--- config.mk ---
export PLATFORM = sky130hd
export DESIGN_NAME = tcw_ctrl
export DESIGN_NICKNAME = d
export VERILOG_FILES = /design/src/rtl/tcw_pkg.sv /design/src/rtl/tcw_ctrl.sv
export SDC_FILE = /design/constraint.sdc
export NUM_CORES = 1
export LEC_CHECK = 0
export ABC_AREA = 1
export BUFFER_PORTS_ARGS = -buffer_cell sky130_fd_sc_hd__buf_2
export CAP_MARGIN = 20
export CORE_AREA = 2 2 39 41
export CTS_CLUSTER_SIZE = 28
export DETAILED_ROUTE_END_ITERATION = 16
export DIE_AREA = 0 0 41 43
export SLEW_MARGIN = 20
export SYNTH_ARGS = -nofsm -noshare
export SYNTH_HDL_FRONTEND = slang
export SYNTH_SLANG_ARGS = --single-unit
--- constraint.sdc ---
create_clock -name clk -period 1.43 [get_ports clk]
set_input_delay 0.143 -clock clk [delete_from_list [all_inputs] [get_ports clk]]
set_output_delay 0.143 -clock clk [all_outputs]
set_load 0.05 [all_outputs]
--- src/rtl/tcw_pkg.sv ---
// shared types and constants for the text console writer
`timescale 1ns / 1ps

package tcw_pkg;

	localparam int OP_W    = 2;
	localparam int CHAR_W  = 8;
	localparam int COLOR_W = 8;
	localparam int INDEX_W = 11;
	localparam int POS_W   = 11;
	localparam int CELL_W  = 16;

	// item operation codes
	localparam logic [OP_W-1:0] OP_PUT   = 2'd0;
	localparam logic [OP_W-1:0] OP_CLEAR = 2'd1;
	localparam logic [OP_W-1:0] OP_READ  = 2'd2;

	localparam logic [CHAR_W-1:0]  BLANK_CHAR  = 8'h20;
	localparam logic [COLOR_W-1:0] RESET_COLOR = 8'h02;
	localparam logic [CELL_W-1:0]  RESET_CELL  = 16'h0220;

	// input word
	typedef struct packed {
		logic [OP_W-1:0]    op;
		logic [CHAR_W-1:0]  char_code;
		logic [INDEX_W-1:0] cell_index;
	} tcw_in_t;

	// output word
	typedef struct packed {
		logic [POS_W-1:0]  cursor_position;
		logic [CELL_W-1:0] read_data;
		logic              scrolled;
	} tcw_out_t;

	// controller to datapath commands
	typedef struct packed {
		logic accept;
		logic sweep_clr;
		logic sweep_move;
		logic sweep_inc;
		logic fill_we;
		logic zero_we;
		logic copy_rd;
		logic rd_load;
	} tcw_cmd_t;

	// datapath to controller status
	typedef struct packed {
		logic out_full;
		logic wrap_scroll;
		logic sweep_end;
		logic move_end;
	} tcw_status_t;

endpackage

--- src/rtl/tcw_ctrl.sv ---
// sequencing state machine for the text console writer
`timescale 1ns / 1ps

module tcw_ctrl (
	input  logic                      clk,
	input  logic                      arst_n,
	input  logic                      in_valid,
	input  logic [tcw_pkg::OP_W-1:0]  op,
	input  tcw_pkg::tcw_status_t      status,
	output logic                      in_stall,
	output tcw_pkg::tcw_cmd_t         cmd
);

	localparam logic [2:0] ST_IDLE  = 3'd0;
	localparam logic [2:0] ST_RD    = 3'd1;
	localparam logic [2:0] ST_FILL  = 3'd2;
	localparam logic [2:0] ST_SCOPY = 3'd3;
	localparam logic [2:0] ST_SLAST = 3'd4;
	localparam logic [2:0] ST_SZERO = 3'd5;

	logic [2:0] state_q;
	logic [2:0] state_d;
	logic       idle;

	// next state and commands
	always_comb begin
		state_d  = state_q;
		cmd      = '0;
		idle     = (state_q == ST_IDLE);
		in_stall = !idle || status.out_full;
		cmd.accept = idle && in_valid && !status.out_full;
		unique case (state_q)
			ST_IDLE: begin
				if (cmd.accept) begin
					unique case (op)
						tcw_pkg::OP_PUT: begin
							if (status.wrap_scroll) begin
								state_d       = ST_SCOPY;
								cmd.sweep_clr = 1'b1;
							end
						end
						tcw_pkg::OP_CLEAR: begin
							state_d       = ST_FILL;
							cmd.sweep_clr = 1'b1;
						end
						tcw_pkg::OP_READ: begin
							state_d = ST_RD;
						end
						default: begin
						end
					endcase
				end
			end
			ST_RD: begin
				cmd.rd_load = 1'b1;
				state_d     = ST_IDLE;
			end
			ST_FILL: begin
				cmd.fill_we   = 1'b1;
				cmd.sweep_inc = 1'b1;
				if (status.sweep_end) begin
					state_d = ST_IDLE;
				end
			end
			ST_SCOPY: begin
				cmd.copy_rd   = 1'b1;
				cmd.sweep_inc = 1'b1;
				if (status.move_end) begin
					state_d = ST_SLAST;
				end
			end
			ST_SLAST: begin
				cmd.sweep_move = 1'b1;
				state_d        = ST_SZERO;
			end
			ST_SZERO: begin
				cmd.zero_we   = 1'b1;
				cmd.sweep_inc = 1'b1;
				if (status.sweep_end) begin
					state_d = ST_IDLE;
				end
			end
			default: begin
				state_d = ST_IDLE;
			end
		endcase
	end

	// state register, reset starts the blanking pass
	always_ff @(posedge clk or negedge arst_n) begin
		if (!arst_n) begin
			state_q <= ST_FILL;
		end else begin
			state_q <= state_d;
		end
	end

endmodule

* After elaboration in Yosys (flattened, before gate mapping)
Index checks and enable logic that the tools add are counted.
** Storage, ports and cells
- Word-level logic and storage cells :: 39
- Register bits after elaboration :: 3
- Output and inout port bits :: 9
- Input port bits :: 9
** Cells by class
- Mux-type cells :: 16
- Reductions and logical operators :: 10
- Equality and inequality tests :: 12
** Operator list (number)
- 3-bit 2-to-1 mux :: 4
- 3-bit case mux with 4 select lines :: 1
- 1-bit 2-to-1 mux :: 9
- 3-bit case mux with 3 select lines :: 1
- 3-bit by 2-bit equality test with 1-bit output, second input constant :: 2
- 3-bit equality test, second input constant :: 2
- 5-bit AND reduction :: 1
- 2-bit inequality test, second input constant :: 2
- 4-bit by 1-bit inequality test with 1-bit output, second input constant :: 1
- 3-bit by 1-bit equality test with 1-bit output, second input constant :: 1
- 3-bit zero test :: 1
- 3-bit inequality test, second input constant :: 1
- 3-bit OR reduction :: 1
- 2-bit by 1-bit equality test with 1-bit output, second input constant :: 1
- 2-bit equality test, second input constant :: 1
- 1-bit logical AND :: 2
- 1-bit zero test :: 2
- 2-bit zero test :: 1
- 2-bit by 1-bit inequality test with 1-bit output, second input constant :: 1
- 1-bit case mux with 2 select lines :: 1
- 2-bit OR reduction :: 1
- 1-bit logical OR :: 1

* Depth between registers and ports, before layout
Gate-level depths: netlist of run 1.
- Depth after elaboration :: 5
- Gate-level depth with buffers :: 8
- Depth with buffers taken out :: 8

* Least setup slack after synthesis of run 1
No wires, ideal clock.
- Kind :: reg2out
- Start :: register state_q[1]
- End :: output cmd[4] in the netlist's numbering
- Cell stages (with the launch flop) :: 3
- Arrival :: 1696 ps
- Slack :: -409 ps
- Data required time :: 1287 ps
- Buffers on the path :: 0
- Cells stage by stage :: dfstp_2 -> inv_1 -> o21ai_0
** RTL lines
- start, declared :: line tcw_ctrl.sv:21 : logic [2:0] state_q;
- start signal, assigned :: line tcw_ctrl.sv:94 : state_q <= state_d;
- end, declared :: line tcw_ctrl.sv:11 : output tcw_pkg::tcw_cmd_t cmd

==> results of run 1 <==
[per-stage QoR]
step / std cells / hold WS [ns] / utilization [%] / TNS (ns)
floorplan: 48 / -0.153 / - / -0.193
global placement: 84 / -0.0586 / 32.5 / 0
detailed placement: 84 / -0.0574 / 32.5 / 0
CTS: 93 / 0.227 / 41.9 / -0.154
global route: 95 / 0.257 / 45.1 / -0.411
finish: 95 / 0.238 / 45.1 / -0.0830
[final cells by class]
class | count | area [µm²]
sequential | 3 | 77.6
timing repair buffer | 27 | 216
fill | 149 | 759
inverter | 13 | 56.3
tap | 16 | 20.0
clock buffer | 4 | 26.3
multi-input combinational | 32 | 228
[what timing repair did]
item	CTS	global route
endpoints found under the hold margin	3	0
gates resized for setup	17	8
hold buffers	1	0
pin swaps	1	2
gates cloned	0	0
buffers inserted	4	2
setup endpoints to repair	6	12
[cell families after synthesis]
kind of cell / count (synthesis) / synth area share, %
AND/OR/NAND/NOR: 27 / 43.5
flip-flops: 3 / 25.7
buffers and inverters: 13 / 16.5
AO/OA/AOI/OAI: 5 / 14.3
[worst reg2reg max path: cells and delay by family, from the launching register on]
| family | cells | cell delay [ns] |
|---|---|---|
| AOI/OAI and AO/OA | 1 | 0.13 |
| DFF | 1 | 0.43 |
| buffers and inverters | 2 | 0.28 |
| and+or+nand+nor | 5 | 0.42 |
[routing by layer]
layer	global-route usage [%]	wire, µm	up-vias
met3	3.14	41	2
met4	6.00	19	0
met1	14.9	314	183
li1	-	-	212
met5	0	0	-
met2	18.4	461	14
[layout by cell type, fill, tap and decap left out, drive strengths merged]
cell          n
inv          11
nand4         2
clkbuf        5
nor2          5
o21bai        1
dfstp         1
nand2        13
nor3          1
buf          25
dlygate4sd3   1
clkinvlp      2
nand3         6
a21oi         1
dfrtp         2
o21ai         3
[synth_stat cells]
master and n:
sky130_fd_sc_hd__dfrtp_1 2, sky130_fd_sc_hd__nand2_2 1, sky130_fd_sc_hd__nor2_2 2, sky130_fd_sc_hd__o21bai_4 1
sky130_fd_sc_hd__nand2_1 12, sky130_fd_sc_hd__nand4_1 1, sky130_fd_sc_hd__o21ai_0 3, sky130_fd_sc_hd__dfstp_2 1
sky130_fd_sc_hd__nand4_2 1, sky130_fd_sc_hd__nor2_1 3, sky130_fd_sc_hd__inv_1 12, sky130_fd_sc_hd__a21oi_2 1
sky130_fd_sc_hd__inv_2 1, sky130_fd_sc_hd__nand3_1 6, sky130_fd_sc_hd__nor3_1 1
[path summary, 6_finish.rpt]
kind	slack, ns	to	cells after the start
worst min register to register	0.54	state_q[0]	2
worst max register to register	0.06	state_q[0]	8
min in group clk	0.34	state_q[2]	5
max in group asynchronous	1.00	state_q[1]	2
worst min-delay path	0.24	state_q[2]	2
worst max-delay path	-0.06	cmd[6]	6
[power by group through the flow]
stage | logic, mW | clock network (mW) | registers [mW]
finish | 1.08 | 0.148 | 0.178
global route | 1.16 | 0.163 | 0.184
CTS | 1.00 | 0.155 | 0.177
detailed placement | 0.837 | 0 | 0.180
global placement | 0.832 | 0 | 0.178
floorplan | 0.631 | 0 | 0.186
==> flow_summary.toml, run 1 <==
[floorplanning]
floorplan.initialDensity_pct = 21.4
floorplan.die_area_um2 = 1760
chipWidth_um = 41
design.core.area_um2 = 1380
core.rowCount = 14
ios = 18
die_y_um = 43

[outcome]
failed_checks = "setup timing"
outcome = "finished with violations"

[grt]
grt_max_degree = 8
gr-total-overflow = 0
first_global_vias = 370
grt_util_all_layers_pct = 12.1
grt_antenna_before_repair = 0
grt_first_pass_wirelength_mm = 1.44

[cells_and_area]
final_nets = 89
antenna_cells_inserted = 0
max_flop_register = "state_q"
layout.cell_area.non_filler_um2 = 624
areaGrowthSynthToFinish_pct = 111
layout-drive-gt1-share_pct = 58.2
largest_register_ff_count = 3
biggestRegsByFlops = "state_q (3)"

[power_and_ir_drop]
design_power_total_mw = 1.41
power_frac_comb_pct = 76.8
static-leakage-power_nw = 0.337
power.switching_fraction_pct = 52.8
power.density_cell_area_nw_per_um2 = 2250
power_spent_charging_and_discharging_nets_mw = 0.743
part_of_the_total_power_dissipated_in_the_clock_network_pct = 10.5
power.ir.vdd_worst_mv = 0.945
intPower_mw = 0.665
p_seq_share_pct = 12.7

[worst_setup_path]
crit_path_end_kind = "primary output"
worst_setup_path_start_kind = "flop"
worstPathCellList = "nor2_4 -> nand4_4 -> clkinvlp_4 -> nand3_4 -> clkinvlp_4 -> buf_8"
worst_reg2reg_startpoint = "state_q[0]"
worstPathMaxFanout = 3
critPathRequiredTime_ns = 1.29
cp_top_family = "flip-flops"
critical-path-max-stage-delay_ns = 0.56
worstSetupPathType = "flop to primary output"
critical_path.slowest_cell = "sky130_fd_sc_hd__dfstp_2"
cp.buffers_inverters = 3
most_frequent_cell_on_the_critical_path = "sky130_fd_sc_hd__clkinvlp_4"
crit_start = "state_q[1]"
worst-endpoint-arrival_ns = 1.34

[clocking]
cts_htree_levels = 1
clk_path_buf_depth = 2
clock_sinks = 3
clock_latency_at_the_later_pin_of_the_worst_skew_pair_ns = 0.23
root_buffer = "sky130_fd_sc_hd__clkbuf_4"
cts_made_buffers = 3
cts_tree = "yes"
clk_transition_reported_paths_ns = 0.04

[routing]
avgRoutedWirePerCell_um = 8.80
post-route-drc-count = 0
final_antenna_net_count = 0
route.detailed.vias_per_inst = 4.33
drt_wl_total_um = 836
detailedRoute.firstPassIterationCount = 1
detail_route.iter0.violations = 0
route.vias.total = 411

[timing]
final.period_utilization_pct = 104
worst-slew-pin-transition_ns = 0.247
max_freq_mhz = 673
hold_viol = 0
final_max_slew_viol_count = 0
finalWorstPathRequiredPeriod_ns = 1.49
grt_setup_unrepaired = "true"
skew_ns = 0.00486
max-slew-margin-rel_pct = 83.7
finalSetupViolCount = 2
finalWorstSetupSlack_ns = -0.0563

[logic_synthesis]
post_synth_num_cell_types = 15
ys_seq_elements = 3
yosysWarningCount = 0
synthDominantCellAreaShare_pct = 16.9
ys_seq_area_share_pct = 25.7
yosysTopAreaCell = "sky130_fd_sc_hd__dfrtp_1"
yosys-top-cells-area = "sky130_fd_sc_hd__dfrtp_1 (17%), sky130_fd_sc_hd__inv_1 (15%), sky130_fd_sc_hd__nand2_1 (15%), sky130_fd_sc_hd__nand3_1 (10%), sky130_fd_sc_hd__dfstp_2 (8.9%)"
syn_inst = 48
avgSynthCellArea_um2 = 6.18
mappedNetlistNets = 57
netlist_area_um2 = 297

[placed_design]
placement.setup.worst_slack_ns = 0.0571
io_buffer_count = 17
placedInstanceArea_um2 = 449
gp_congestion = 0.758
hpwlAfterDp_um = 627

[hold_path]
hold_class = "input pin to asynchronous set/reset pin"

[flow_run]
max_cap_violations = 0
No activity file was read; power rests on OpenSTA's default activity.
==> run 2, diff against run 1 <==
==> constraint.sdc (replaced) <==
create_clock -name clk -period 1.43 [get_ports clk]
set_input_delay 0.2145 -clock clk [delete_from_list [all_inputs] [get_ports clk]]
set_output_delay 0.2145 -clock clk [all_outputs]
set_load 0.05 [all_outputs]
==> run 2 against run 1 <==
  * The flow still finishes with violations (setup timing)
  * Setup slack got worse by 0.099 ns
  * Power up 8.1%
  * Clock skew decreased by 0.0019 ns
  * Clock-buffer cell count stayed put
  * Sequential share of layout area decreased by 0.46 points
  * Critical endpoint unchanged
  * Largest cell class unchanged
==> flow_summary.toml, run 2 (synthesis gave the netlist of run 1 again) <==
[routing]
detailedRoute.firstPassIterationCount = 6
post-route-drc-count = 0
route.vias.total = 416
detail_route.iter0.violations = 14
drt_wl_total_um = 927
final_antenna_net_count = 0
avgRoutedWirePerCell_um = 9.66
route.detailed.vias_per_inst = 4.33

[grt]
gr-total-overflow = 0
first_global_vias = 362
grt_util_all_layers_pct = 12.4
grt_first_pass_wirelength_mm = 1.44
grt_antenna_before_repair = 0
grt_max_degree = 8

[cells_and_area]
largest_register_ff_count = 3
filler_cell_count = 148
commonest_non_fill_non_tap_cell_in_the_layout = "sky130_fd_sc_hd__nand2_1"
areaGrowthSynthToFinish_pct = 119
biggestRegsByFlops = "state_q (3)"
layout_common_cells = "sky130_fd_sc_hd__nand2_1 (11), sky130_fd_sc_hd__inv_1 (9), sky130_fd_sc_hd__buf_6 (9), sky130_fd_sc_hd__buf_4 (9), sky130_fd_sc_hd__buf_2 (8)"
antenna_cells_inserted = 0
final_nets = 90
multiInputGateArea_um2 = 234
max_flop_register = "state_q"
layout-drive-gt1-share_pct = 60.0
layout.area.seq_um2 = 77.6

[floorplanning]
design.core.area_um2 = 1380
floorplan.die_area_um2 = 1760
die_y_um = 43
ios = 18
chipWidth_um = 41
core.rowCount = 14
floorplan.initialDensity_pct = 21.4

[flow_run]
max_cap_violations = 0

[placed_design]
placement.setup.worst_slack_ns = 0.0270
hpwlAfterDp_um = 610
gp_congestion = 0.806
io_buffer_count = 17

[worst_setup_path]
most_frequent_cell_on_the_critical_path = "sky130_fd_sc_hd__clkinvlp_4"
worstPathCellList = "nor2_4 -> nand4_4 -> clkinvlp_4 -> nand3_4 -> clkinvlp_4 -> buf_8"
critical_path.slowest_cell = "sky130_fd_sc_hd__dfstp_2"
worst_setup_path_start_kind = "flop"
critical-path-max-stage-delay_ns = 0.57
critPathRequiredTime_ns = 1.22
worstSetupPathType = "flop to primary output"
crit_path_end_kind = "primary output"
worst-endpoint-arrival_ns = 1.37
worstPathMaxFanout = 4

[timing]
hold_viol = 0
grt_setup_unrepaired = "true"
finalWorstSetupSlack_ns = -0.155
finalWorstPathRequiredPeriod_ns = 1.59
skew_ns = 0.00293
finalSetupViolCount = 9
final.period_utilization_pct = 111
max_freq_mhz = 631
worst-slew-pin-transition_ns = 0.198
final_max_slew_viol_count = 0
max-slew-margin-rel_pct = 86.8

[clocking]
cts_made_buffers = 3
clk_path_buf_depth = 2
cts_htree_levels = 1
clk_transition_reported_paths_ns = 0.04
cts_tree = "yes"
root_buffer = "sky130_fd_sc_hd__clkbuf_4"
clock_latency_at_the_later_pin_of_the_worst_skew_pair_ns = 0.23
clock_sinks = 3

[outcome]
failed_checks = "setup timing"
outcome = "finished with violations"

[power_and_ir_drop]
static-leakage-power_nw = 0.342
design_power_total_mw = 1.52
power.density_cell_area_nw_per_um2 = 2350
power.ir.vdd_worst_mv = 1.01

[hold_path]
hold_class = "input pin to asynchronous set/reset pin"
-- run 2: final cells by class --
cell class	instances	area share (%)
Clock buffer	4	4.05
Multi-Input combinational cell	32	36.1
Tap cell	16	3.09
Timing Repair Buffer	28	36.1
Inverter	13	8.69
Sequential cell	3	12.0
-- run 2: timing repair --
item,in CTS,in global routing
pin swaps,0,1
hold buffers,1,0
gates resized for setup,22,8
endpoints found under the hold margin,3,0
endpoints found under the setup margin,9,12
buffers inserted,2,3
-- run 2: critical path: cells and delay by family, from the launching register on --
| kind | cells | cell delay [ns] |
|---|---|---|
| simple gates | 3 | 0.21 |
| buf+inv | 3 | 0.36 |
| flops | 1 | 0.57 |
-- run 2: layer usage --
metal  part of all wire (%)  global-route usage [%]  wire length, µm  vias to the layer above
met3                    5.9                    3.14               55                        0
met5                      0                       0                0                        -
met4                      0                    6.00                0                        0
met1                     37                    14.6              345                      186
li1                       -                       -                -                      212
met2                     57                    19.7              526                       18
-- run 2: path summary, 6_finish.rpt --
kind / from / end / slack, ns / cells past startpoint
min: arst_n / state_q[2] / 0.30 / 2
max reg2reg: state_q[1] / state_q[2] / -0.03 / 9
max: state_q[1] / cmd[6] / -0.16 / 6
min reg2reg: state_q[1] / state_q[1] / 0.49 / 2
max in group asynchronous: arst_n / state_q[1] / 0.93 / 2
min in group clk: op[1] / state_q[1] / 0.39 / 5
-- run 2: report_power, final --
group | total [mW] | switching (mW) | internal [mW]
clock network | 0.153 | 0.0478 | 0.105
registers | 0.182 | 0.0478 | 0.134
logic | 1.19 | 0.692 | 0.496
-- run 2: stage by stage --
stage / hold slack, ns / cells / cell area (µm²) / setup TNS [ns] / utilization, %
finish: 0.301 / 96 / 648 / -0.788 / 46.8
global route: 0.304 / 96 / 648 / -1.44 / 46.8
CTS: 0.299 / 93 / 597 / -0.661 / 43.1
detailed placement: 0.0128 / 86 / 464 / 0 / 33.5
global placement: 0.0121 / 86 / 464 / 0 / 33.5
floorplan: -0.0811 / 48 / 322 / -0.336 / -
